$ cat src/rtl/rgbts_pkg.sv
// ----------------------------------------------------------------------------
// rgbts_pkg
// Shared constants, codes and types of the range-gated best target selector.
// ----------------------------------------------------------------------------
package rgbts_pkg;

  localparam int SLOT_COUNT    = 1024;
  localparam int PROGRESS_STEP = 1000;

  localparam int SLOT_W   = 10;
  localparam int GEN_W    = 16;
  localparam int COORD_W  = 16;
  localparam int VAL_W    = 16;
  localparam int PROG_W   = 27;
  localparam int SCORE_W  = 36;
  localparam int DIST_W   = 33;
  localparam int CFG_IDX_W = 3;
  localparam int CFG_DATA_W = 16;
  localparam int MODE_W   = 3;

  localparam logic [CFG_IDX_W-1:0] CFG_CENTER_X       = 3'd0;
  localparam logic [CFG_IDX_W-1:0] CFG_CENTER_Y       = 3'd1;
  localparam logic [CFG_IDX_W-1:0] CFG_REACH          = 3'd2;
  localparam logic [CFG_IDX_W-1:0] CFG_SCORE_MODE     = 3'd3;
  localparam logic [CFG_IDX_W-1:0] CFG_IGNORE_STEALTH = 3'd4;

  localparam logic [MODE_W-1:0] MODE_FIRST     = 3'd0;
  localparam logic [MODE_W-1:0] MODE_LAST      = 3'd1;
  localparam logic [MODE_W-1:0] MODE_CLOSEST   = 3'd2;
  localparam logic [MODE_W-1:0] MODE_STRONGEST = 3'd3;
  localparam logic [MODE_W-1:0] MODE_WEAKEST   = 3'd4;
  localparam logic [MODE_W-1:0] MODE_REWARD    = 3'd5;

  typedef struct packed {
    logic signed [COORD_W-1:0] center_x;
    logic signed [COORD_W-1:0] center_y;
    logic [VAL_W-1:0]          reach;
    logic [MODE_W-1:0]         score_mode;
    logic                      ignore_stealth;
  } cfg_t;

  typedef struct packed {
    logic [SLOT_W-1:0]         slot_id;
    logic [GEN_W-1:0]          gen_tag;
    logic signed [COORD_W-1:0] pos_x;
    logic signed [COORD_W-1:0] pos_y;
    logic [VAL_W-1:0]          health;
    logic [VAL_W-1:0]          reward;
    logic [VAL_W-1:0]          waypoint;
    logic                      live;
    logic                      stealthy;
    logic                      revealed;
    logic                      last;
  } item_t;

  typedef struct packed {
    logic                      counts;
    logic                      last;
    logic signed [SCORE_W-1:0] score;
    logic [PROG_W-1:0]         progress;
    logic [SLOT_W-1:0]         slot_id;
    logic [GEN_W-1:0]          gen_tag;
  } cand_t;

endpackage

$ cat src/rtl/rgbts_eval.sv
// ----------------------------------------------------------------------------
// rgbts_eval
// Input register and candidate evaluation: eligibility, range gate and score.
// ----------------------------------------------------------------------------
module rgbts_eval (
  input  logic                  clk,
  input  logic                  rst_n,
  input  rgbts_pkg::cfg_t       cfg,
  input  logic                  in_valid,
  output logic                  in_stall,
  input  rgbts_pkg::item_t      in_item,
  output logic                  cand_valid,
  input  logic                  cand_stall,
  output rgbts_pkg::cand_t      cand
);

  logic                     s0_valid_r, s0_valid_nxt;
  rgbts_pkg::item_t         s0_r;
  logic                     s1_valid_r, s1_valid_nxt;
  rgbts_pkg::cand_t         s1_r, s1_nxt;
  logic                     s0_free, s1_free;

  logic signed [16:0]       dx, dy;
  logic signed [33:0]       dx_sq, dy_sq;
  logic [rgbts_pkg::DIST_W-1:0] dist_sq;
  logic [31:0]              reach_sq;
  logic [rgbts_pkg::PROG_W-1:0] progress;
  logic signed [rgbts_pkg::SCORE_W-1:0] prog_s, dist_s, health_s, reward_s;
  logic                     slot_ok, eligible, in_range;

  assign s1_free  = !s1_valid_r || !cand_stall;
  assign s0_free  = !s0_valid_r || s1_free;
  assign in_stall = !s0_free;
  assign s0_valid_nxt = s0_free ? in_valid : 1'b1;
  assign s1_valid_nxt = s1_free ? s0_valid_r : 1'b1;

  always_comb begin
    slot_ok  = {7'd0, s0_r.slot_id} < 17'(rgbts_pkg::SLOT_COUNT);
    eligible = s0_r.live && slot_ok &&
               (cfg.ignore_stealth || !s0_r.stealthy || s0_r.revealed);
    dx       = {cfg.center_x[15], cfg.center_x} - {s0_r.pos_x[15], s0_r.pos_x};
    dy       = {cfg.center_y[15], cfg.center_y} - {s0_r.pos_y[15], s0_r.pos_y};
    dx_sq    = dx * dx;
    dy_sq    = dy * dy;
    dist_sq  = {1'b0, dx_sq[31:0]} + {1'b0, dy_sq[31:0]};
    reach_sq = {16'd0, cfg.reach} * {16'd0, cfg.reach};
    in_range = dist_sq <= {1'b0, reach_sq};
    progress = 27'(s0_r.waypoint) * 27'(rgbts_pkg::PROGRESS_STEP);
    prog_s   = $signed({9'd0, progress});
    dist_s   = $signed({3'd0, dist_sq});
    health_s = $signed({20'd0, s0_r.health});
    reward_s = $signed({20'd0, s0_r.reward});

    s1_nxt.counts   = eligible && in_range;
    s1_nxt.last     = s0_r.last;
    s1_nxt.progress = progress;
    s1_nxt.slot_id  = s0_r.slot_id;
    s1_nxt.gen_tag  = s0_r.gen_tag;
    unique case (cfg.score_mode)
      rgbts_pkg::MODE_LAST:      s1_nxt.score = -prog_s;
      rgbts_pkg::MODE_CLOSEST:   s1_nxt.score = -dist_s;
      rgbts_pkg::MODE_STRONGEST: s1_nxt.score = health_s;
      rgbts_pkg::MODE_WEAKEST:   s1_nxt.score = -health_s;
      rgbts_pkg::MODE_REWARD:    s1_nxt.score = reward_s;
      default:                   s1_nxt.score = prog_s;
    endcase
  end

  always_ff @(posedge clk) begin
    if (!rst_n) begin
      s0_valid_r <= 1'b0;
      s1_valid_r <= 1'b0;
    end else begin
      s0_valid_r <= s0_valid_nxt;
      s1_valid_r <= s1_valid_nxt;
    end
  end

  always_ff @(posedge clk) begin
    if (s0_free && in_valid) begin
      s0_r <= in_item;
    end
    if (s1_free && s0_valid_r) begin
      s1_r <= s1_nxt;
    end
  end

  assign cand_valid = s1_valid_r;
  assign cand       = s1_r;

endmodule

$ cat src/rtl/rgbts_best.sv
// ----------------------------------------------------------------------------
// rgbts_best
// Running best candidate and the result register of a completed search.
// ----------------------------------------------------------------------------
module rgbts_best (
  input  logic                         clk,
  input  logic                         rst_n,
  input  logic                         cand_valid,
  output logic                         cand_stall,
  input  rgbts_pkg::cand_t             cand,
  output logic                         out_valid,
  input  logic                         out_stall,
  output logic                         out_found,
  output logic [rgbts_pkg::SLOT_W-1:0] out_chosen_slot,
  output logic [rgbts_pkg::GEN_W-1:0]  out_chosen_gen
);

  logic                                have_best_r, have_best_nxt;
  logic signed [rgbts_pkg::SCORE_W-1:0] lead_score_r, lead_score_nxt;
  logic [rgbts_pkg::PROG_W-1:0]        lead_prog_r, lead_prog_nxt;
  logic [rgbts_pkg::SLOT_W-1:0]        best_slot_r, best_slot_nxt;
  logic [rgbts_pkg::GEN_W-1:0]         best_gen_r, best_gen_nxt;
  logic                                out_valid_r, out_valid_nxt;
  logic                                out_found_r;
  logic [rgbts_pkg::SLOT_W-1:0]        out_slot_r;
  logic [rgbts_pkg::GEN_W-1:0]         out_gen_r;
  logic                                take, fire, fire_last;

  assign cand_stall = cand_valid && cand.last && out_valid_r && out_stall;
  assign fire       = cand_valid && !cand_stall;
  assign fire_last  = fire && cand.last;

  always_comb begin
    take = cand.counts &&
           (!have_best_r || (cand.score > lead_score_r) ||
            ((cand.score == lead_score_r) && (cand.progress > lead_prog_r)));
    have_best_nxt  = have_best_r || take;
    lead_score_nxt = take ? cand.score    : lead_score_r;
    lead_prog_nxt  = take ? cand.progress : lead_prog_r;
    best_slot_nxt  = take ? cand.slot_id  : best_slot_r;
    best_gen_nxt   = take ? cand.gen_tag  : best_gen_r;
    out_valid_nxt  = fire_last || (out_valid_r && out_stall);
  end

  always_ff @(posedge clk) begin
    if (!rst_n) begin
      have_best_r <= 1'b0;
      out_valid_r <= 1'b0;
    end else begin
      out_valid_r <= out_valid_nxt;
      if (fire) begin
        have_best_r <= fire_last ? 1'b0 : have_best_nxt;
      end
    end
  end

  always_ff @(posedge clk) begin
    if (fire) begin
      lead_score_r <= lead_score_nxt;
      lead_prog_r  <= lead_prog_nxt;
      best_slot_r  <= best_slot_nxt;
      best_gen_r   <= best_gen_nxt;
    end
    if (fire_last) begin
      out_found_r <= have_best_nxt;
      out_slot_r  <= have_best_nxt ? best_slot_nxt : '0;
      out_gen_r   <= have_best_nxt ? best_gen_nxt  : '0;
    end
  end

  assign out_valid       = out_valid_r;
  assign out_found       = out_found_r;
  assign out_chosen_slot = out_slot_r;
  assign out_chosen_gen  = out_gen_r;

endmodule

$ cat src/rtl/range_gated_best_target_select.sv
// ----------------------------------------------------------------------------
// range_gated_best_target_select
// Streams candidate items and reports the best one in range for each search.
// ----------------------------------------------------------------------------
// One item is accepted per clock cycle while in_stall is low. An item passes
// through an input register, an evaluation register (range gate by squared
// distance and score) and the running-best update, after which a search closed
// by an item marked last presents its result in the result register. A held
// result stalls only an item marked last when it reaches the update; items
// ahead of it keep flowing and items behind it wait.
module range_gated_best_target_select (
  input  logic                                  clk,
  input  logic                                  rst_n,
  input  logic                                  cfg_wr_en,
  input  logic [rgbts_pkg::CFG_IDX_W-1:0]       cfg_index,
  input  logic [rgbts_pkg::CFG_DATA_W-1:0]      cfg_wdata,
  input  logic                                  in_valid,
  output logic                                  in_stall,
  input  logic [rgbts_pkg::SLOT_W-1:0]          in_slot_id,
  input  logic [rgbts_pkg::GEN_W-1:0]           in_gen_tag,
  input  logic signed [rgbts_pkg::COORD_W-1:0]  in_pos_x,
  input  logic signed [rgbts_pkg::COORD_W-1:0]  in_pos_y,
  input  logic [rgbts_pkg::VAL_W-1:0]           in_health,
  input  logic [rgbts_pkg::VAL_W-1:0]           in_reward,
  input  logic [rgbts_pkg::VAL_W-1:0]           in_waypoint,
  input  logic                                  in_live,
  input  logic                                  in_stealthy,
  input  logic                                  in_revealed,
  input  logic                                  in_last,
  output logic                                  out_valid,
  input  logic                                  out_stall,
  output logic                                  out_found,
  output logic [rgbts_pkg::SLOT_W-1:0]          out_chosen_slot,
  output logic [rgbts_pkg::GEN_W-1:0]           out_chosen_gen
);

  rgbts_pkg::cfg_t  cfg_r;
  rgbts_pkg::item_t in_item;
  rgbts_pkg::cand_t cand;
  logic             cand_valid, cand_stall;

  always_ff @(posedge clk) begin
    if (!rst_n) begin
      cfg_r <= '0;
    end else if (cfg_wr_en) begin
      unique case (cfg_index)
        rgbts_pkg::CFG_CENTER_X:       cfg_r.center_x       <= $signed(cfg_wdata);
        rgbts_pkg::CFG_CENTER_Y:       cfg_r.center_y       <= $signed(cfg_wdata);
        rgbts_pkg::CFG_REACH:          cfg_r.reach          <= cfg_wdata;
        rgbts_pkg::CFG_SCORE_MODE:     cfg_r.score_mode     <= cfg_wdata[2:0];
        rgbts_pkg::CFG_IGNORE_STEALTH: cfg_r.ignore_stealth <= cfg_wdata[0];
        default: begin
        end
      endcase
    end
  end

  always_comb begin
    in_item.slot_id  = in_slot_id;
    in_item.gen_tag  = in_gen_tag;
    in_item.pos_x    = in_pos_x;
    in_item.pos_y    = in_pos_y;
    in_item.health   = in_health;
    in_item.reward   = in_reward;
    in_item.waypoint = in_waypoint;
    in_item.live     = in_live;
    in_item.stealthy = in_stealthy;
    in_item.revealed = in_revealed;
    in_item.last     = in_last;
  end

  rgbts_eval u_eval (
    .clk        (clk),
    .rst_n      (rst_n),
    .cfg        (cfg_r),
    .in_valid   (in_valid),
    .in_stall   (in_stall),
    .in_item    (in_item),
    .cand_valid (cand_valid),
    .cand_stall (cand_stall),
    .cand       (cand)
  );

  rgbts_best u_best (
    .clk             (clk),
    .rst_n           (rst_n),
    .cand_valid      (cand_valid),
    .cand_stall      (cand_stall),
    .cand            (cand),
    .out_valid       (out_valid),
    .out_stall       (out_stall),
    .out_found       (out_found),
    .out_chosen_slot (out_chosen_slot),
    .out_chosen_gen  (out_chosen_gen)
  );

endmodule

$ cat config.mk
export PLATFORM = sky130hd
export DESIGN_NAME = range_gated_best_target_select
export DESIGN_NICKNAME = d
export VERILOG_FILES = /design/src/rtl/rgbts_pkg.sv /design/src/rtl/rgbts_eval.sv /design/src/rtl/rgbts_best.sv /design/src/rtl/range_gated_best_target_select.sv
export SDC_FILE = /design/constraint.sdc
export NUM_CORES = 2
export LEC_CHECK = 0
export BUFFER_PORTS_ARGS = -buffer_cell sky130_fd_sc_hd__clkbuf_2
export CAP_MARGIN = 30
export CORE_UTILIZATION = 30
export DETAILED_ROUTE_END_ITERATION = 6
export HOLD_SLACK_MARGIN = 0.1
export PLACE_DENSITY = 0.49
export SLEW_MARGIN = 20
export SYNTH_ARGS = -nofsm -noshare
export SYNTH_HDL_FRONTEND = slang
export SYNTH_SLANG_ARGS = --single-unit
$ cat constraint.sdc
create_clock -name clk -period 16.7 [get_ports clk]
set_clock_uncertainty 0.2 [all_clocks]
set_input_delay 4.175 -clock clk [delete_from_list [all_inputs] [get_ports clk]]
set_output_delay 4.175 -clock clk [all_outputs]
set_load 0.1 [all_outputs]
Word-level counts from Yosys, hierarchy flattened

Index checks and enable logic that the tools add are counted.

Register bits after elaboration: 365
Latch bits: 0
Memory bits (writable): 0
Memory bits (read-only): 0
Input bits: 134
Output and inout port bits: 29
Word-level logic and storage cells: 95
Memories: 0

Add/subtract/negate cells: 6
Multipliers: 4
Divide/modulo/power cells: 0
$lt $le $gt $ge: 3
Equality and inequality tests: 10
Shift operators: 0
Multiplexer cells: 6
Bitwise gates (word level): 0
Reduce and logical (&&, ||, !) cells: 33

Operator list:

| cell                  | count |
|---|---|
| $pmux 36 s5           | 1 |
| $mul 17x17->32        | 2 |
| $eq 36x36->1          | 1 |
| $gt 36x36->1          | 1 |
| $neg 16->36           | 1 |
| $neg 26->36           | 1 |
| $neg 33->36           | 1 |
| $sub 16x16->17        | 2 |
| $add 32x32->33        | 1 |
| $le 33x32->1          | 1 |
| $mul 16x16->32        | 1 |
| $gt 26x26->1          | 1 |
| $mul 16x7->23 const B | 1 |
| $mux 16               | 1 |
| $eq 3x2->1 const B    | 4 |
| $logic_and 1x1->1     | 12 |
| $reduce_and 2->1      | 6 |
| $mux 10               | 1 |
| $eq 3x3->1 const B    | 3 |
| $logic_or 1x1->1      | 8 |
| $eq 3x1->1 const B    | 2 |
| $logic_not 1->1       | 6 |
| $logic_not 3->1       | 1 |
| $mux 1                | 3 |

Longest topological paths before layout

Depth after elaboration: 7
Mapped depth: 51
Depth with buffers taken out: 51

By module

Synthesis repeated with hierarchy kept, for this count alone.

Cells, all modules: 4786
Area, all modules: 47961.0 µm²

Modules (own cells, without submodules):

| module                         | instances | cells an instance | area each (µm²) | seq. area each (µm²) |
|---|---|---|---|---|
| rgbts_eval                     | 1         | 4161              | 40005.9         | 5955.7 |
| rgbts_best                     | 1         | 434               | 5965.7          | 3523.4 |
| range_gated_best_target_select | 1         | 191               | 1989.4          | 1041.0 |

Worst setup path before layout

OpenSTA, ideal clock, no wires.

Path kind: reg2reg
Start point: register u_eval.s0_r[53] (netlist bit)
End point: register u_eval.s1_r, in the netlist u_eval.cand[90] (data pin)
Setup time: 0.157 ns
Data arrival time: 10.464 ns
Required time: 16.343 ns
Path slack: 5.879 ns
Cell stages (with the launch flop): 45
Period minus slack after synthesis: 10.821 ns
Cell sequence: edfxtp_1 -> inv_1 -> ha_1 -> nor2b_1 -> o21ai_0 -> a21boi_0 -> o21ai_0 -> a21boi_0 -> o2111ai_1 -> nand2_1 -> nor2_1 -> xor2_1 -> clkinv_1 -> nand2_1 -> inv_1 -> fa_1 -> inv_1 -> fa_1 -> (+9 left out) -> a41oi_1 -> o21ai_0 -> a21oi_1 -> xnor2_1 -> ha_1 -> a21o_1 -> a21o_1 -> or4_1 -> a311oi_1 -> and4b_1 -> or3_1 -> and2_1 -> ha_1 -> a21o_1 -> o311ai_0 -> a21oi_1 -> o31a_1 -> nor3_1

RTL lines:

| element                | RTL line         | source |
|---|---|---|
| start, declared        | rgbts_eval.sv:18 | `rgbts_pkg::item_t s0_r;` |
| start signal, assigned | rgbts_eval.sv:81 | `s0_r <= in_item;` |
| end signal, assigned   | rgbts_eval.sv:84 | `s1_r <= s1_nxt;` |
| end, declared          | rgbts_eval.sv:20 | `rgbts_pkg::cand_t s1_r, s1_nxt;` |

==> impl_results.md <==
- TritonCTS Buffers: 45
- Post-synthesis mux area share: 0.986%
- Filler instances: 16,200
- Simple-Gate Fraction of Synth Area: 11.3%
- Vias post-DR: 33,400
- Crit end category: register
- Gr usage total: 16.7%
- Setup crit start: cfg_r[36]
- Compound-Gate Fraction of Synth Area: 9.26%
- Worst min path class: reg -> reg
- Syn_nets: 6,158
- Largest family of logic cells by synthesized area: adder cells
- Total of cells resized after clock tree synthesis: 0
- Final Cell Area: 0.0526 sq mm
- RSZ-0062 raised after global routing: no
- Post-Route Setup TNS: 0 ps
- Min cycle time layout: 12,350 ps
- Placement Setup Slack: 4450 ps
- Clock insertion delay at the later pin of the skew report: 650 ps
- Post-DR vias/cell: 4.72
- GRT overflow: 0
- Initial Util: 30.4%
- CP max-delay cell: xnor2_1
- Max Clk Rate: 80.9 MHz
- Final core occ: 33.6%
- Post-layout net count: 6,312
- R2R Setup Slk: 4350 ps
- Largest cells by area after synthesis: fa_1 31%, edfxtp_1 19%, ha_1 12%, inv_1 8.4%, nand2_1 3.4%
- Most frequent cell after synthesis: inv_1
- #FFs+latches synth: 365
- Setup violators final: 0
- Die H: 400 um
- Predominant post-synthesis flop cell: edfxtp_1
- Hold-fix buffers at CTS: 0
- Vias in the first global route: 35,900
- Worst slew margin: 32.4%
- Port Buffers: 162
- Pin count of the biggest net entering global routing: 60
- Cell count after synthesis: 4,824
- DP Area: 0.0510 sq mm
- Distinct cells, synth: 98
- Status: complete, no violations
- Final WL: 131 mm
- Core Rows: 145
- Post-synthesis sequential area ratio: 21.9%
- WL/cell: 18.5 um
- Final Hold Viols: 0
- Die ar.: 0.160 sq mm
- Die Span X: 400 um
- Slack of the critical path: 4350 ps
- Hold path startpoint: u_eval.s0_r[87]
- Actual slew at the worst max-slew pin: 1010 ps
- Reg clk slew, reported paths: 70 ps
- Number of synthesized flops with an enable pin: 309
- Worst Setup Path Type: reg -> reg
- CP startpoint kind: register
- Layout cells sized above 1: 7.64%
- Slew Viols, Final: 0
- Worst Path Arrival: 12,620 ps
- Crit path max fanout: 11
- Placer Congestion: 0.882
- Post-Synthesis Cell Area: 0.0476 sq mm
- DR iter-0 viols: 1,904
- Wire length of the first global-routing pass: 207 mm
- Drt drc: 0
- Worst stage delay on the critical path: 720 ps
- Post-synth top area cell: fa_1
- Dpl hpwl: 107 mm
- Syn_area_per_cell: 9.86 sq um
- Post-synthesis xor/xnor area fraction: 4.03%
- Max-cap viol count: 0
- CTS tree: done
- CP required: 16,960 ps
- Adder-cell area share of the yosys netlist: 43.1%
- I/O pin count: 163
- Post-CTS setup buffers: 0
- H-tree Lvls: 2
- CTS Sinks: 365
- R2r startpoint: cfg_r[36]
- YS warnings: 0
- Final period utilization: 74.0%
- Ys async rst share: 0%
- Post-route ant nets: 0
- # diodes: 0
- Antenna violations before repair: 4
- Share of the synthesized area in the top cell type: 30.9%
- Synth cell count leaders: 1,065 x inv_1, 735 x fa_1, 465 x ha_1, 430 x nand2_1, 309 x edfxtp_1
- Core Box Area: 0.157 sq mm
- Clock buffer depth: 3
- Cell mode on critical path: fa_1
- Area Overhead vs Synth: 10.5%
- Pre-antenna DRT Iters: 5
- Root buf cell: clkbuf_16
## critical path, delay by kind of cell, from the launching register on
kind	cells	cell delay, ps
AND/OR/NAND/NOR	11	2400
XOR/XNOR	2	970
adder cells (fa/ha/maj)	11	4440
AO/OA/AOI/OAI	14	3100
buffers and inverters	6	740
flip-flops	1	330
## metrics by stage
stage,hold WS (ps),cells
floorplan,200,4824
global placement,201,6981
detailed placement,205,6985
CTS,218,7068
global route,226,7072
finish,213,7072
## sequential cells by signal (all words and copies together) (netlist names), 10 cells and up
signal / flops
u_eval.health_s: 16
u_best.best_gen_r: 16
u_best.best_slot_r: 10
u_best.lead_score_r: 36
u_best.out_chosen_gen: 16
u_best.lead_prog_r: 23
u_eval.cand: 87
u_best.out_chosen_slot: 10
u_eval.s0_r: 78
cfg_r: 52
u_eval.reward_s: 16
## layout make-up
class	count	area (sq um)	share of cell area, %
multi-input cells	3268	32800	62.3
flip-flops and latches	365	10400	19.8
inverters	1074	4030	7.66
well taps	2058	2570	4.90
repair buffers	224	1310	2.50
clock buffers	50	1140	2.18
clock inverters	33	370	0.704
## cell families after synthesis
family,count (synthesis)
DFF,365
and+or+nand+nor,1149
buffers and inverters,1191
muxes,42
adders and majority gates,1200
xor gates and xnor gates,219
AOI/OAI and AO/OA,658
## routing by layer
| layer | track usage, % | part of all wire (%) | up-vias |
|---|---|---|---|
| met3 | 1.51 | 3.9 | 141 |
| met5 | 0 | 0 | - |
| met2 | 29.0 | 49 | 688 |
| met4 | 4.51 | 2.6 | 0 |
| li1 | - | - | 15700 |
| met1 | 22.0 | 45 | 16800 |
## path summary, 6_finish.rpt
check                     to  depth (start not counted)
max          u_eval.cand[90]                         44
min           u_eval.cand[3]                          0
max reg2reg  u_eval.cand[90]                         44
min reg2reg   u_eval.cand[3]                          0
## layout by cell type, fill, tap and decap left out, drive strengths merged, types with 53 or more instances in the layout
cell       n
and2      99
clkbuf   213
dfxtp     56
a21oi    177
xnor2    145
nor2     294
nor3      62
o21ai    113
a21boi    55
inv     1069
a21o      80
edfxtp   309
nand3     53
fa       735
buf       60
nand2    431
xor2      74
ha       465
Power is left out: the tool's default activity adds up to more than one toggle a clock period on the data nets, which glitch-free logic cannot reach.
